[config.mk]
export PLATFORM = sky130hd
export DESIGN_NAME = mslf_queue
export DESIGN_NICKNAME = d
export VERILOG_FILES = /design/src/rtl/mslf_pkg.sv /design/src/rtl/mslf_queue.sv
export SDC_FILE = /design/constraint.sdc
export NUM_CORES = 1
export LEC_CHECK = 0
export ABC_AREA = 1
export BUFFER_PORTS_ARGS = -buffer_cell sky130_fd_sc_hd__clkbuf_2
export CORE_MARGIN = 3
export CORE_UTILIZATION = 52
export CTS_CLUSTER_SIZE = 10
export DETAILED_ROUTE_END_ITERATION = 6
export PLACE_DENSITY = 0.76
export SLEW_MARGIN = 20
export SYNTH_ARGS = -nofsm -noshare
export SYNTH_HDL_FRONTEND = slang
export SYNTH_SLANG_ARGS = --single-unit
[constraint.sdc]
create_clock -name clk_i -period 2 [get_ports clk_i]
set_clock_uncertainty 0.05 [all_clocks]
set_input_delay 0.6 -clock clk_i [delete_from_list [all_inputs] [get_ports clk_i]]
set_output_delay 0.6 -clock clk_i [all_outputs]
set_load 0.01 [all_outputs]
[src/rtl/mslf_pkg.sv]
// ----------------------------------------------------------------------------
// mslf_pkg : shared types and constants for the masked soften luma filter
// Geometry limits, queue entry layout and configuration register codes.
// ----------------------------------------------------------------------------
package mslf_pkg;

  localparam int MaxRadius = 2;
  localparam int MaxWidth  = 2048;
  localparam int MaxHeight = 4095;
  localparam int WinSide   = 2 * MaxRadius + 1;
  localparam int MinSize   = (WinSide > 5) ? WinSide : 5;
  localparam int LsRows    = 2 * MaxRadius;

  localparam int PixW  = 8;
  localparam int CfgW  = 12;
  localparam int RadW  = 2;
  localparam int ColW  = $clog2(MaxWidth);
  localparam int RowW  = 13;
  localparam int SumW  = $clog2(WinSide * WinSide * 256);
  localparam int CntW  = $clog2(WinSide * WinSide + 1);
  localparam int RsumW = $clog2(WinSide * 255 + 1);
  localparam int DivCntW = $clog2(SumW);

  localparam int QDepth = 4;
  localparam int QPtrW  = $clog2(QDepth);
  localparam int QCntW  = $clog2(QDepth + 1);

  typedef enum logic [1:0] {
    RegWidth  = 2'd0,
    RegHeight = 2'd1,
    RegRadius = 2'd2,
    RegThresh = 2'd3
  } cfg_reg_e;

  // clamped geometry seen by both halves
  typedef struct packed {
    logic [CfgW-1:0] w;
    logic [CfgW-1:0] h;
    logic [RadW-1:0] r;
    logic [PixW-1:0] thr;
  } geom_t;

  // one column push from front to back
  typedef struct packed {
    logic [WinSide-1:0][PixW-1:0] col;
    logic                         emit;
    logic                         border;
    logic                         last;
  } qent_t;

endpackage

[src/rtl/mslf_queue.sv]
// ----------------------------------------------------------------------------
// mslf_queue : short column queue between front and back end
// Register-based FIFO with fill count.
// ----------------------------------------------------------------------------
module mslf_queue (
  input  logic                       clk_i,
  input  logic                       rst_ni,
  input  logic                       push_i,
  input  mslf_pkg::qent_t            data_i,
  input  logic                       pop_i,
  output mslf_pkg::qent_t            data_o,
  output logic                       empty_o,
  output logic [mslf_pkg::QCntW-1:0] count_o
);

  mslf_pkg::qent_t                 mem_q [mslf_pkg::QDepth];
  logic [mslf_pkg::QPtrW-1:0]      wr_q, rd_q;
  logic [mslf_pkg::QCntW-1:0]      cnt_q;

  // entry storage
  always_ff @(posedge clk_i) begin
    if (push_i) mem_q[wr_q] <= data_i;
  end

  // pointers and fill count
  always_ff @(posedge clk_i or negedge rst_ni) begin
    if (!rst_ni) begin
      wr_q  <= '0;
      rd_q  <= '0;
      cnt_q <= '0;
    end else begin
      if (push_i) wr_q <= wr_q + 1'b1;
      if (pop_i)  rd_q <= rd_q + 1'b1;
      case ({push_i, pop_i})
        2'b10:   cnt_q <= cnt_q + 1'b1;
        2'b01:   cnt_q <= cnt_q - 1'b1;
        default: cnt_q <= cnt_q;
      endcase
    end
  end

  assign data_o  = mem_q[rd_q];
  assign empty_o = (cnt_q == '0);
  assign count_o = cnt_q;

endmodule

==> impl_metrics.csv, run 1 <==
group,metric,value,unit
power_and_ir_drop,p_per_area,1530,mW/mm^2
critical_path,cp.required,1.35,ns
synth,avgSynthCellArea,13.1,sq um
outcome,violations,"setup timing",
power_and_ir_drop,power_frac_comb,34.3,%
power_and_ir_drop,pwr-share-clk,26.5,%
floorplan,initial_utilization,53.7,%
floorplan,die_width,124,um
worst_hold_path,min-delay-start,"data_i[29]",
route,ant_nets,0,
route,dr.pass1.iters,4,
floorplan,io_pins,94,
synth,yosysUniqueCellTypes,17,
global_routing,grt_max_degree,51,
synth,yosys_warnings,0,
synth,yosys-top-cells-area,"edfxtp_1, o211ai_1, nand2_1",
sta,setup_ws,-0.336,ns
final_layout,antenna_cells,0,
critical_path,slowest_delay,0.59,ns
critical_path,start_kind,"register",
power_and_ir_drop,switching_power,4.39,mW
final_layout,fill_cells,934,
synth,ys_ff_latch,179,
power_and_ir_drop,p_int,8.83,mW
global_routing,overflow,0,
synth,netlist_area,0.00719,sq mm
sta,rsz0062_at_grt,"yes",
synth,yosysTopAreaCellShare,71.8,%
critical_path,critPathLaunch,"rd_q[0]",
critical_path,crit_path_top_delay_cell,"dfrtp_4",
sta,slew_viol_final,0,
placed_design,port_buffers,93,
critical_path,path_cells,"clkbuf_16 -> o211ai_1 -> nand2_1 -> clkbuf_2",
clock_tree,h-tree-depth,4,
sta,max_slew_margin,80.5,%
power_and_ir_drop,p_seq_share,39.2,%
final_layout,multi_input_area,0.00132,sq mm
synth,synthMuxAreaShare,0,%
synth,yosys.area_share.simple,7.53,%
worst_hold_path,holdPathStages,1,
power_and_ir_drop,finalPower,13.2,mW
final_layout,most-common-layout-cells,"edfxtp_1, nand2_1, inv_1",
route,drtIter0Drc,330,
job,drv_cap,0,
placed_design,gp_congestion,0.714,
sta,finalCritPeriodShare,117,%
floorplan,fp.dieH,124,um
worst_hold_path,hp-class,"input pin to register",
global_routing,track_usage,18.9,%
critical_path,arrival,1.69,ns
route,route.met3.wl,869,um
global_routing,antenna_found_initial,0,
route,wl_met1,5380,um
global_routing,grt_pass1_wl,21400,um
clock_tree,cts_made_buffers,17,
power_and_ir_drop,ir_drop,914,uV
critical_path,reg2reg_depth,5,
floorplan,die_area,0.0153,sq mm
route,top_layer,"met4",
route,drc,0,
route,vias,4323,
sta,holdWs,0.344,ns
synth,synthXorXnorAreaFrac,0.487,%
clock_tree,clk_pin_slew_worst_paths,0.07,ns
clock_tree,cts_tree,"built",
sta,tightest_slew,0.292,ns
sta,setup_tns,-12.36,ns
synth,seq_area_frac_synth,74.3,%
route,wl_met2,7230,um
placed_design,hpwlAfterDp,7800,um
synth,synth_top_family_by_area,"compound AO/OA/AOI/OAI gates",
sta,period_needed,2.34,ns
final_layout,drive_above_1_share,21.8,%
synth,syn-instance-count,549,
global_routing,grt_pass1_vias,4367,
route,wire_per_inst,16.5,um
power_and_ir_drop,p_leak,3.53,nW
final_layout,regArea,0.00535,sq mm
clock_tree,numClockSinks,179,
route,wl,13800,um
route,via_per_inst,5.17,
final_layout,final_common_cell,"edfxtp_1",
final_layout,syn2layout_area_growth,20.4,%
critical_path,path_class,"register to output pin",
power_and_ir_drop,p_sw_share,33.2,%
sta,final-setup-viol-count,43,
clock_tree,insertion_delay,0.42,ns
synth,syn_nets,602,
outcome,run_status,"complete, but fails checks",
synth,synth_compound_area_share,9.12,%
clock_tree,cts.path.max_buffers,2,
floorplan,core-area,0.0134,sq mm
final_layout,nets,700,
floorplan,fp-row-count,42,
final_layout,post-route-util,64.6,%
synth,yosysTopAreaCell,"edfxtp_1",
clock_tree,cts_root_buf,"clkbuf_16",
critical_path,worstPathMaxFanout,25,
synth,synthAdderAreaFrac,1.15,%
critical_path,timing.rr.start,"wr_q[0]",
sta,fmax,428,MHz
sta,hold_viol,0,
critical_path,worst_setup_path_end_kind,"output pin",
[metal layers]
metal | track usage (%) | up-vias
met4 | 9.27 | 0
met2 | 31.4 | 115
met3 | 5.54 | 26
met1 | 22.6 | 2086
li1 | - | 2096
met5 | 0 | -
[logic make-up (layout without fill, tap and decap cells)]
family	count (synthesis)	count (layout)
flip-flops	179	179
XOR/XNOR	4	4
AND/OR/NAND/NOR	143	143
buffers and inverters	129	240
adder cells (fa/ha/maj)	6	6
AO/OA/AOI/OAI	88	88
[final timing paths]
check                      slack (ns)            to
min                              0.34  mem_q[3][29]
min in group asynchronous        0.51       wr_q[1]
max reg2reg                      0.50   mem_q[2][3]
max in group asynchronous        1.20       rd_q[0]
max                             -0.34     data_o[6]
min reg2reg                      0.48    count_o[0]
[power groups by stage]
stage	clock network [mW]	registers, mW	logic (mW)
floorplan	0	5.16	2.75
global placement	0	5.18	4.19
detailed placement	0	5.21	4.32
CTS	3.56	5.17	4.54
global route	3.74	5.24	5.04
finish	3.51	5.18	4.53
[worst max-delay path, delay by kind of cell (launching register included)]
kind | cells | cell delay, ns
compound gates | 1 | 0.19
flops | 1 | 0.59
simple gates | 1 | 0.11
buf+inv | 2 | 0.37
[per-stage QoR]
| step | instance area, sq um | cells | worst slack [ns] |
|---|---|---|---|
| 5_1_grt | 8660 | 836 | -0.409 |
| 6_report | 8660 | 836 | -0.336 |
| 3_3_place_gp | 7910 | 800 | 0.180 |
| 2_1_floorplan | 7210 | 549 | 0.0723 |
| 3_5_place_dp | 7910 | 800 | 0.0693 |
| 4_1_cts | 8630 | 835 | -0.344 |
[registers in the layout, indices dropped and copies added (netlist names)]
register and cells:
mem_q 172, count_o 3, rd_q 2, wr_q 2
[area by class of cell]
cell class,instances,share of cell area [%]
Clock buffer,17,4.91
Clock inverter,15,2.46
Inverter,100,4.51
Multi-Input combinational cell,241,15.2
Sequential cell,179,61.7
Tap cell,176,2.54
Timing Repair Buffer,108,8.61
[synth_stat cells]
master / count
buf_4: 7
clkbuf_1: 2
inv_2: 1
fa_1: 1
xor2_1: 3
nand2_1: 140
ha_1: 5
dfrtp_1: 7
o21ai_0: 2
xnor2_1: 1
edfxtp_1: 172
o211ai_1: 86
nor3_1: 1
nand4_1: 1
nand3_1: 1
buf_2: 20
inv_1: 99
[what timing repair did]
item	4_1_cts	5_1_grt
setup endpoints to repair	43	43
cloned	2	1
setup buffers	0	0
hold endpoints to repair	7	0
resized for setup	6	2
pin swaps	4	4
hold buffers	1	0
Note: power is estimated with default switching activity, not from simulation.
==> run 2, diff against run 1 <==
==> constraint.sdc (replaced) <==
create_clock -name clk_i -period 1.93 [get_ports clk_i]
set_clock_uncertainty 0.05 [all_clocks]
set_input_delay 0.579 -clock clk_i [delete_from_list [all_inputs] [get_ports clk_i]]
set_output_delay 0.579 -clock clk_i [all_outputs]
set_load 0.01 [all_outputs]
==> run 2 against run 1 <==
  * The run still ends with setup timing left
  * Largest power group unchanged
  * Worst hold slack got worse by 0.020 ns
  * Clock-buffer cell count increased by 1
  * Non-clock buffer count decreased by 1
  * Highest routed layer unchanged
  * Sequential power increased by 3%
  * Critical endpoint is now data_o[10]
==> impl_metrics.csv, run 2 (same netlist as run 1, synthesis figures left out) <==
group,metric,value,unit
outcome,run_status,"complete, but fails checks",
outcome,violations,"setup timing",
final_layout,final_common_cell,"edfxtp_1",
power_and_ir_drop,power_frac_comb,33.8,%
power_and_ir_drop,p_sw_share,32.8,%
route,via_per_inst,5.04,
clock_tree,numClockSinks,179,
clock_tree,clk_pin_slew_worst_paths,0.06,ns
final_layout,antenna_cells,0,
sta,setup_ws,-0.326,ns
sta,tightest_slew,0.283,ns
critical_path,start_kind,"register",
clock_tree,cts_tree,"built",
clock_tree,cts_setup_buffers,0,
sta,holdWs,0.324,ns
critical_path,worstPathMaxFanout,56,
power_and_ir_drop,switching_power,4.33,mW
final_layout,post-route-util,63.9,%
global_routing,track_usage,18.1,%
route,wl,12700,um
job,drv_cap,0,
clock_tree,h-tree-depth,4,
power_and_ir_drop,p_seq_share,40.4,%
sta,fmax,443,MHz
critical_path,reg2reg_depth,5,
placed_design,placed_area,0.00796,sq mm
final_layout,largest_reg_flops,172,
clock_tree,cts.path.max_buffers,2,
global_routing,overflow,0,
power_and_ir_drop,p_per_area,1540,mW/mm^2
power_and_ir_drop,finalPower,13.2,mW
floorplan,fp-row-count,42,
floorplan,fp.dieH,124,um
sta,setup_tns,-11.38,ns
placed_design,hpwlAfterDp,7460,um
floorplan,die_area,0.0153,sq mm
route,wire_per_inst,15.2,um
sta,rsz0062_at_grt,"yes",
clock_tree,cts_made_buffers,17,
power_and_ir_drop,ir_drop,801,uV
placed_design,gp_congestion,0.711,
power_and_ir_drop,p_leak,3.49,nW
worst_hold_path,holdPathStages,1,
clock_tree,insertion_delay,0.42,ns
sta,slew_viol_final,0,
route,ant_nets,0,
sta,period_needed,2.26,ns
sta,hold_viol,0,
final_layout,fill_cells,979,
floorplan,initial_utilization,53.7,%
clock_tree,cts_root_buf,"clkbuf_16",
placed_design,placed_cells,802,
route,vias,4205,
critical_path,path_class,"register to output pin",
sta,final-setup-viol-count,43,
sta,max_slew_margin,81.2,%
placed_design,pre_cts_ws,0.0968,ns
global_routing,grt_max_degree,57,
global_routing,antenna_found_initial,0,
critical_path,worst_setup_path_end_kind,"output pin",
sta,finalCritPeriodShare,117,%
route,drc,0,
floorplan,die_width,124,um
power_and_ir_drop,p_int,8.90,mW
critical_path,cp.required,1.30,ns
route,drtIter0Drc,264,
final_layout,drive_above_1_share,21.2,%
floorplan,core-area,0.0134,sq mm
final_layout,nets,699,
final_layout,most-common-layout-cells,"edfxtp_1, nand2_1, inv_1",
floorplan,io_pins,94,
placed_design,port_buffers,93,
global_routing,grt_pass1_vias,4180,
critical_path,arrival,1.63,ns
final_layout,syn2layout_area_growth,19.1,%
final_layout,final_area,0.00857,sq mm
final_layout,regMostFlops,"mem_q",
power_and_ir_drop,pwr-share-clk,25.8,%
worst_hold_path,hp-class,"input pin to register",
global_routing,grt_pass1_wl,20300,um
route,dr.pass1.iters,4,
final_layout,finalNonFillerCells,835,
[run 2: changes by cell type in the layout (fill, tap and decap cells not counted), moves of 2 or more]
| cell | previous run | this run |
|---|---|---|
| buf_12 | 7 | 10 |
| buf_16 | 3 | 0 |
| clkinv_2 | 2 | 5 |
| clkinv_4 | 2 | 0 |
[run 2: repair_timing]
action | 4_1_cts | 5_1_grt
resized for setup | 0 | 2
setup endpoints to repair | 43 | 43
hold endpoints to repair | 7 | 0
pin swaps | 5 | 16
hold buffers | 1 | 0
[run 2: power groups by stage]
stage               sequential [mW]  clock, mW  combinational, mW
CTS                            5.35       3.48               4.58
detailed placement             5.42          0               4.55
finish                         5.34       3.42               4.47
global placement               5.38          0               4.43
global route                   5.40       3.65               5.03
floorplan                      5.35          0               2.85
[run 2: cell type report]
type	instances	area [sq um]	area share [%]
clock inverters	14	168	1.96
flip-flops and latches	179	5350	62.4
well taps	176	220	2.57
inverters	100	390	4.56
clock buffers	18	429	5.01
repair buffers	107	698	8.15
multi-input cells	241	1320	15.4
[run 2: worst paths after layout]
path / start / end / slack, ns
worst max-delay path: rd_q[0] / data_o[10] / -0.33
worst max register to register: wr_q[0] / mem_q[0][9] / 0.44
min in group asynchronous: rst_ni / count_o[2] / 0.49
worst min register to register: wr_q[0] / wr_q[0] / 0.49
max in group asynchronous: rst_ni / rd_q[0] / 1.13
worst min-delay path: data_i[41] / mem_q[3][41] / 0.32
[run 2: worst max-delay path: stages (launching register included)]
cell and delay (ns):
dfrtp_4 0.53, buf_12 0.20, o211ai_1 0.21, nand2_1 0.10
clkbuf_2 0.13
[run 2: layer usage]
metal	vias up	track usage, %	routed length (um)
li1	2095	-	-
met1	2010	21.1	5190
met2	87	30.7	6640
met3	13	6.36	685
met4	0	6.99	169
met5	-	0	0
