### src/rtl/mslf_pkg.sv
// ----------------------------------------------------------------------------
// mslf_pkg : shared types and constants for the masked soften luma filter
// Geometry limits, queue entry layout and configuration register codes.
// ----------------------------------------------------------------------------
package mslf_pkg;

  localparam int MaxRadius = 2;
  localparam int MaxWidth  = 2048;
  localparam int MaxHeight = 4095;
  localparam int WinSide   = 2 * MaxRadius + 1;
  localparam int MinSize   = (WinSide > 5) ? WinSide : 5;
  localparam int LsRows    = 2 * MaxRadius;

  localparam int PixW  = 8;
  localparam int CfgW  = 12;
  localparam int RadW  = 2;
  localparam int ColW  = $clog2(MaxWidth);
  localparam int RowW  = 13;
  localparam int SumW  = $clog2(WinSide * WinSide * 256);
  localparam int CntW  = $clog2(WinSide * WinSide + 1);
  localparam int RsumW = $clog2(WinSide * 255 + 1);
  localparam int DivCntW = $clog2(SumW);

  localparam int QDepth = 4;
  localparam int QPtrW  = $clog2(QDepth);
  localparam int QCntW  = $clog2(QDepth + 1);

  typedef enum logic [1:0] {
    RegWidth  = 2'd0,
    RegHeight = 2'd1,
    RegRadius = 2'd2,
    RegThresh = 2'd3
  } cfg_reg_e;

  // clamped geometry seen by both halves
  typedef struct packed {
    logic [CfgW-1:0] w;
    logic [CfgW-1:0] h;
    logic [RadW-1:0] r;
    logic [PixW-1:0] thr;
  } geom_t;

  // one column push from front to back
  typedef struct packed {
    logic [WinSide-1:0][PixW-1:0] col;
    logic                         emit;
    logic                         border;
    logic                         last;
  } qent_t;

endpackage

### src/rtl/mslf_if.sv


interface mslf_out_if;
  logic                      valid;
  logic                      ready;
  logic [mslf_pkg::PixW-1:0] luma_out;
  logic                      frame_end;
  modport source (output valid, luma_out, frame_end, input ready);
  modport sink   (input valid, luma_out, frame_end, output ready);
endinterface


### src/rtl/mslf_back.sv
// ----------------------------------------------------------------------------
// mslf_back : window, selective sum and divider
// Shifts queued columns into the window and works out each result.
// ----------------------------------------------------------------------------
module mslf_back (
  input  logic            clk_i,
  input  logic            rst_ni,
  input  mslf_pkg::geom_t geom_i,
  input  logic            empty_i,
  input  mslf_pkg::qent_t data_i,
  output logic            pop_o,
  mslf_out_if.source      pix_out
);

  typedef enum logic [5:0] {
    SIdle = 6'b000001,
    SMask = 6'b000010,
    SRow  = 6'b000100,
    SSum  = 6'b001000,
    SDiv  = 6'b010000,
    SOut  = 6'b100000
  } state_e;

  state_e state_q, state_d;

  logic [mslf_pkg::WinSide-1:0][mslf_pkg::WinSide-1:0][mslf_pkg::PixW-1:0] win_q, mv_q;
  logic [mslf_pkg::WinSide-1:0][mslf_pkg::RsumW-1:0] rs_q;
  logic [mslf_pkg::CntW-1:0]    cnt_q;
  logic [mslf_pkg::PixW-1:0]    centre_q, res_q;
  logic [mslf_pkg::SumW-1:0]    num_q, num_d;
  logic [mslf_pkg::CntW-1:0]    rem_q, rem_d;
  logic [mslf_pkg::DivCntW-1:0] div_cnt_q;
  logic                         border_q, last_q;
  logic                         out_valid_q;
  logic [mslf_pkg::PixW-1:0]    out_luma_q;
  logic                         out_end_q;

  logic [mslf_pkg::WinSide-1:0][mslf_pkg::WinSide-1:0] sel;
  logic [mslf_pkg::WinSide-1:0][mslf_pkg::RsumW-1:0] rs_c;
  logic [mslf_pkg::PixW-1:0] centre_c;
  logic [mslf_pkg::SumW-1:0] total_c;
  logic [mslf_pkg::CntW:0]   trial;
  logic                      out_free;
  int ri;

  assign ri       = int'(geom_i.r);
  assign pop_o    = (state_q == SIdle) && !empty_i;
  assign out_free = !out_valid_q || pix_out.ready;
  assign centre_c = win_q[ri][mslf_pkg::WinSide-1-ri];

  // neighbours inside the window and close enough to the centre
  always_comb begin
    for (int y = 0; y < mslf_pkg::WinSide; y++) begin
      for (int x = 0; x < mslf_pkg::WinSide; x++) begin
        sel[y][x] = (y <= 2 * ri) && (x >= mslf_pkg::WinSide - 1 - 2 * ri) &&
                    (((win_q[y][x] > centre_c) ? (win_q[y][x] - centre_c)
                                              : (centre_c - win_q[y][x])) <= geom_i.thr);
      end
    end
  end

  // row sums of the masked window
  always_comb begin
    for (int y = 0; y < mslf_pkg::WinSide; y++) begin
      rs_c[y] = '0;
      for (int x = 0; x < mslf_pkg::WinSide; x++) begin
        rs_c[y] = rs_c[y] + mslf_pkg::RsumW'(mv_q[y][x]);
      end
    end
  end

  // total of row sums plus rounding offset
  always_comb begin
    total_c = mslf_pkg::SumW'(cnt_q >> 1) - 1'b1;
    for (int y = 0; y < mslf_pkg::WinSide; y++) begin
      total_c = total_c + mslf_pkg::SumW'(rs_q[y]);
    end
  end

  // one restoring divide step
  assign trial = {rem_q, num_q[mslf_pkg::SumW-1]};
  always_comb begin
    if (trial >= {1'b0, cnt_q}) begin
      rem_d = mslf_pkg::CntW'(trial - {1'b0, cnt_q});
      num_d = {num_q[mslf_pkg::SumW-2:0], 1'b1};
    end else begin
      rem_d = trial[mslf_pkg::CntW-1:0];
      num_d = {num_q[mslf_pkg::SumW-2:0], 1'b0};
    end
  end

  // sequencer
  always_comb begin
    state_d = state_q;
    unique case (state_q)
      SIdle: if (pop_o && data_i.emit) state_d = SMask;
      SMask: state_d = SRow;
      SRow:  state_d = SSum;
      SSum:  state_d = (border_q || (cnt_q <= 1)) ? SOut : SDiv;
      SDiv:  if (div_cnt_q == '0) state_d = SOut;
      SOut:  if (out_free) state_d = SIdle;
      default: state_d = SIdle;
    endcase
  end

  always_ff @(posedge clk_i or negedge rst_ni) begin
    if (!rst_ni) begin
      state_q     <= SIdle;
      out_valid_q <= 1'b0;
    end else begin
      state_q <= state_d;
      if (state_q == SOut && out_free) out_valid_q <= 1'b1;
      else if (pix_out.ready)          out_valid_q <= 1'b0;
    end
  end

  // datapath
  always_ff @(posedge clk_i) begin
    if (pop_o) begin
      for (int y = 0; y < mslf_pkg::WinSide; y++) begin
        for (int x = 0; x < mslf_pkg::WinSide - 1; x++) begin
          win_q[y][x] <= win_q[y][x+1];
        end
        win_q[y][mslf_pkg::WinSide-1] <= data_i.col[y];
      end
      border_q <= data_i.border;
      last_q   <= data_i.last;
    end
    if (state_q == SMask) begin
      for (int y = 0; y < mslf_pkg::WinSide; y++) begin
        for (int x = 0; x < mslf_pkg::WinSide; x++) begin
          mv_q[y][x] <= sel[y][x] ? win_q[y][x] : '0;
        end
      end
      cnt_q    <= mslf_pkg::CntW'($countones(sel));
      centre_q <= centre_c;
    end
    if (state_q == SRow) begin
      rs_q <= rs_c;
    end
    if (state_q == SSum) begin
      num_q     <= total_c;
      rem_q     <= '0;
      div_cnt_q <= mslf_pkg::DivCntW'(mslf_pkg::SumW - 1);
      res_q     <= centre_q;
    end
    if (state_q == SDiv) begin
      num_q     <= num_d;
      rem_q     <= rem_d;
      div_cnt_q <= div_cnt_q - 1'b1;
      if (div_cnt_q == '0) res_q <= num_d[mslf_pkg::PixW-1:0];
    end
    if (state_q == SOut && out_free) begin
      out_luma_q <= res_q;
      out_end_q  <= last_q;
    end
  end

  assign pix_out.valid     = out_valid_q;
  assign pix_out.luma_out  = out_luma_q;
  assign pix_out.frame_end = out_end_q;

endmodule

### src/flat_wrapper.sv
// flat-port wrapper written by rule: the top's interface ports become plain ports
module mslf_back_flat 
  (clk_i, rst_ni, geom_i, empty_i, data_i, pop_o, pix_out_valid, pix_out_luma_out, pix_out_frame_end, pix_out_ready);
  mslf_out_if pix_out_i ();
  input  logic clk_i;
  input  logic rst_ni;
  input  mslf_pkg::geom_t geom_i;
  input  logic empty_i;
  input  mslf_pkg::qent_t data_i;
  output logic pop_o;
  output wire logic [$bits(pix_out_i.valid)-1:0] pix_out_valid;
  output wire logic [$bits(pix_out_i.luma_out)-1:0] pix_out_luma_out;
  output wire logic [$bits(pix_out_i.frame_end)-1:0] pix_out_frame_end;
  input wire logic [$bits(pix_out_i.ready)-1:0] pix_out_ready;
  assign pix_out_valid = pix_out_i.valid;
  assign pix_out_luma_out = pix_out_i.luma_out;
  assign pix_out_frame_end = pix_out_i.frame_end;
  assign pix_out_i.ready = pix_out_ready;
  mslf_back u_core (.clk_i(clk_i), .rst_ni(rst_ni), .geom_i(geom_i), .empty_i(empty_i), .data_i(data_i), .pop_o(pop_o), .pix_out(pix_out_i));
endmodule
### config.mk
export PLATFORM = sky130hd
export DESIGN_NAME = mslf_back_flat
export DESIGN_NICKNAME = d
export VERILOG_FILES = /design/src/rtl/mslf_pkg.sv /design/src/rtl/mslf_if.sv /design/src/rtl/mslf_back.sv /design/src/flat_wrapper.sv
export SDC_FILE = /design/constraint.sdc
export NUM_CORES = 2
export LEC_CHECK = 0
export ABC_AREA = 1
export BUFFER_PORTS_ARGS = -buffer_cell sky130_fd_sc_hd__buf_2
export CAP_MARGIN = 20
export CORE_ASPECT_RATIO = 0.6
export CORE_MARGIN = 3
export CORE_UTILIZATION = 60
export CTS_BUF_LIST = sky130_fd_sc_hd__clkbuf_4
export CTS_CLUSTER_SIZE = 28
export DETAILED_ROUTE_END_ITERATION = 10
export GPL_TIMING_DRIVEN = 0
export PLACE_DENSITY = 0.9
export SLEW_MARGIN = 25
export SYNTH_ARGS = -nofsm -noshare
export SYNTH_HDL_FRONTEND = slang
export SYNTH_SLANG_ARGS = --single-unit
### constraint.sdc
create_clock -name clk_i -period 16.77 [get_ports clk_i]
set_clock_uncertainty 0.05 [all_clocks]
set_input_delay 4.1925 -clock clk_i [delete_from_list [all_inputs] [get_ports clk_i]]
set_output_delay 4.1925 -clock clk_i [all_outputs]
set_load 0.1 [all_outputs]
==> results by group <==
STA
  – Endpoints failing setup: 0
  – Final Max Tran Viols: 0
  – Fin. Hold Viols: 0
  – Tcrit/Tclk final: between 80% and 90%
  – Max Fclk: 73.8 MHz
  – Slew margin rel.: 29.8%
  – Worst slew pin tran: 1050 ps
  – Minimum clock period after layout: 13540 ps
  – RSZ-0062 raised after global routing: no

Die
  – Core Region: 0.0841 mm^2
  – Initial cell density of the core: 61.0%
  – Die H: between 200 and 250 um
  – Die Span X: 384 um
  – Row count: 82
  – # IOs: roughly 90
  – Die area: 0.0892 mm^2

Routing
  – 1st-iter DRT viols: 6293
  – Via density: 5.66
  – Drt first pass iters: 10
  – Total number of vias: approximately 47000
  – Average wire per standard cell: between 15 and 20 um
  – # DRC: 0
  – Routed wire length: 157 mm
  – DRT antenna net count: 0

Synthesis
  – Top_reg_cell synth: edfxtp_1
  – Synthesized flop and latch total: 516
  – Post-Syn Instances: 6782
  – Async set-reset flop share out of synthesis: 1.36%
  – Unique masters post-synth: 44
  – Net Count, Synth: 7769
  – Avg Inst Size Synth: 7.57 um^2
  – Seq/Total Area, Yosys: between 20 and 30%
  – Synth warn: 0
  – Netlist Area Pre-Place: roughly 0.05 mm^2
  – Post-synth EDFFs: 501

Worst setup path
  – CP Class: in2reg
  – Worst-path fanout max: 34
  – Worst setup EP type: register
  – R2R setup slack: ~7000 ps
  – CP Capture Point: u_core.cnt_q[3]
  – R2R depth: 42
  – Arrival @ worst endpoint: 14290 ps
  – Slowest stage delay, CP: 560 ps
  – CP startpoint: geom_i[8]
  – Crit path max-delay family: adder cells
  – CP Depth: 46
  – WP buf/inv: 17
  – Critical path required time: 17510 ps
  – Critical path startpoint category: primary input
  – Worst path slowest cell: fa_1
  – Worst reg2reg startpoint: u_core.win_q[65]
  – CP dominant cell by count: nand2_1
  – RR Endpoint: u_core.cnt_q[3]

Global route
  – Initial antenna violation count: 2
  – Vias in the first global route: 43300
  – Largest net degree at the start of global routing: around 90
  – GRT Util Overall: 34.8%
  – First-pass GRT wire length: 240 mm
  – GR Overflow Total: 0

Final layout
  – Final core utilization: between 60 and 70%
  – Area grow syn2layout: 8.00%
  – Share of layout cells above drive strength 1: 6.80%
  – Fillers: 6813
  – Nets@finish: approximately 8000

CTS
  – Root Driver: clkbuf_4
  – Clock buffer depth: 3
  – H-tree Lvls: 4
  – Clk sink count: roughly 520
  – Clock slew at reported path FFs: 80 ps
  – Worst-Skew Late Latency: around 1100 ps
  – CTS Buf Count: 131
  – Post-CTS Hold Buffers: 0
  – Setup Fix Bufs, Post-CTS: 0
  – CTS tree: yes
  – CTS resizes: 0

Place
  – Buffers on Ports: 67
  – DP HPWL: between 100 and 150 mm
  – Routability-driven placement congestion ratio: 1.02

Run status
  – Status: finished clean

Hold path
  – Min-delay worst type: reg2reg

Flow run
  – Max Cap Viol: 0
==> worst reg2reg max path: cells and delay by family, from the launching register on <==
family	cells	cell delay, ps
xor+xnor	1	190
buf+inv	12	1840
fa+ha+maj	10	4320
compound gates	3	840
flops	1	470
simple gates	16	1920
==> metal layers <==
| layer | part of all wire (%) | GRT usage, % | vias up |
|---|---|---|---|
| met1 | 41 | 49.3 | 21300 |
| met5 | 0 | 0 | - |
| li1 | - | - | 21700 |
| met3 | 14 | 9.29 | 490 |
| met4 | 4.1 | 14.0 | 0 |
| met2 | 41 | 50.7 | 3072 |
==> worst min-delay path by stage <==
stage / start / to / slack [ps] / cells past startpoint
floorplan: u_core.last_q / u_core.pix_out.frame_end / 350 / 0
global placement: u_core.last_q / u_core.pix_out.frame_end / 350 / 0
detailed placement: u_core.last_q / u_core.pix_out.frame_end / 360 / 0
CTS: u_core.last_q / u_core.pix_out.frame_end / 360 / 0
global route: u_core.last_q / u_core.pix_out.frame_end / 370 / 0
finish: u_core.last_q / u_core.pix_out.frame_end / 370 / 0
==> cells in the final DEF, fill, tap and decap left out, drive strengths merged, types with 3 or more instances in the layout <==
master / instances
nand4: 111
o211ai: 4
ha: 706
a21o: 6
o21bai: 31
nor2: 409
nand2: 2252
inv: 1422
dfrtp: 6
edfxtp: 501
a31oi: 8
o21a: 26
a21oi: 350
nor3: 4
fa: 200
clkinv: 36
xor2: 85
bufinv: 4
nand3b: 3
a21boi: 5
diode: 5
xnor2: 110
nand3: 335
clkbuf: 213
buf: 143
dfxtp: 8
o21ai: 116
==> logic make-up (layout without fill, tap and decap cells) <==
kind of cell	after synthesis	count (layout)	share of synthesized area, %
buffers and inverters	1499	1818	11.3
adders and majority gates	906	906	25.0
other	0	5	0
DFF	516	516	30.0
xor gates and xnor gates	195	195	3.34
AOI/OAI and AO/OA	548	548	5.95
and+or+nand+nor	3118	3118	24.5
==> sequential cells by signal, summed over array words and instances (netlist names), 4 cells and up <==
register	count
u_core.cnt_q	5
u_core.res_q	8
u_core.win_q	200
u_core.rem_q	5
u_core.pix_out.luma_out	8
u_core.centre_q	8
u_core.rs_q	55
u_core.div_cnt_q	4
u_core.state_q	6
u_core.mv_q	200
u_core.num_q	13
==> area by class of cell <==
class                   instances  area [um^2]  area share, %
diodes                          5         12.5         0.0226
plain buffers                  84          473          0.853
clock buffers                 180         1350           2.44
clock inverters                47          297          0.535
inverters                    1415         5360           9.68
multi-input cells            4767        30200           54.5
flip-flops and latches        516        15400           27.7
well taps                    1134         1420           2.56
repair buffers                 92          916           1.65
==> synth_stat cells (7+ instances only) <==
library cell | number | area, um^2
nor2_1 | 409 | 1540
edfxtp_1 | 501 | 15000
nand2_1 | 2216 | 8320
dfxtp_1 | 8 | 160
xor2_1 | 85 | 744
nand2_2 | 31 | 194
inv_1 | 1389 | 5210
o21ai_0 | 102 | 510
a31oi_1 | 8 | 50.1
a21oi_4 | 7 | 114
buf_4 | 18 | 135
nand3_1 | 334 | 1670
o21bai_1 | 31 | 233
xnor2_1 | 109 | 955
o21a_1 | 26 | 195
nand4_1 | 111 | 694
clkbuf_2 | 29 | 145
o21ai_2 | 7 | 61.3
inv_2 | 25 | 93.8
buf_2 | 31 | 155
o21ai_1 | 7 | 35.0
a21oi_1 | 341 | 1710
fa_1 | 200 | 4000
ha_1 | 706 | 8830
==> through the flow <==
step	std cells	setup TNS, ps	instance area (um^2)	setup slack (ps)	hold slack [ps]
CTS	8235	0	55400	3490	362
finish	8240	0	55400	3230	369
detailed placement	8008	0	53800	2380	357
global route	8237	0	55400	2860	369
floorplan	6782	0	51300	1610	350
global placement	7983	-17260	53100	-3540	352
Power is not shown: default switching activity piles up to over one toggle a cycle in this logic, so the estimate is an artifact.
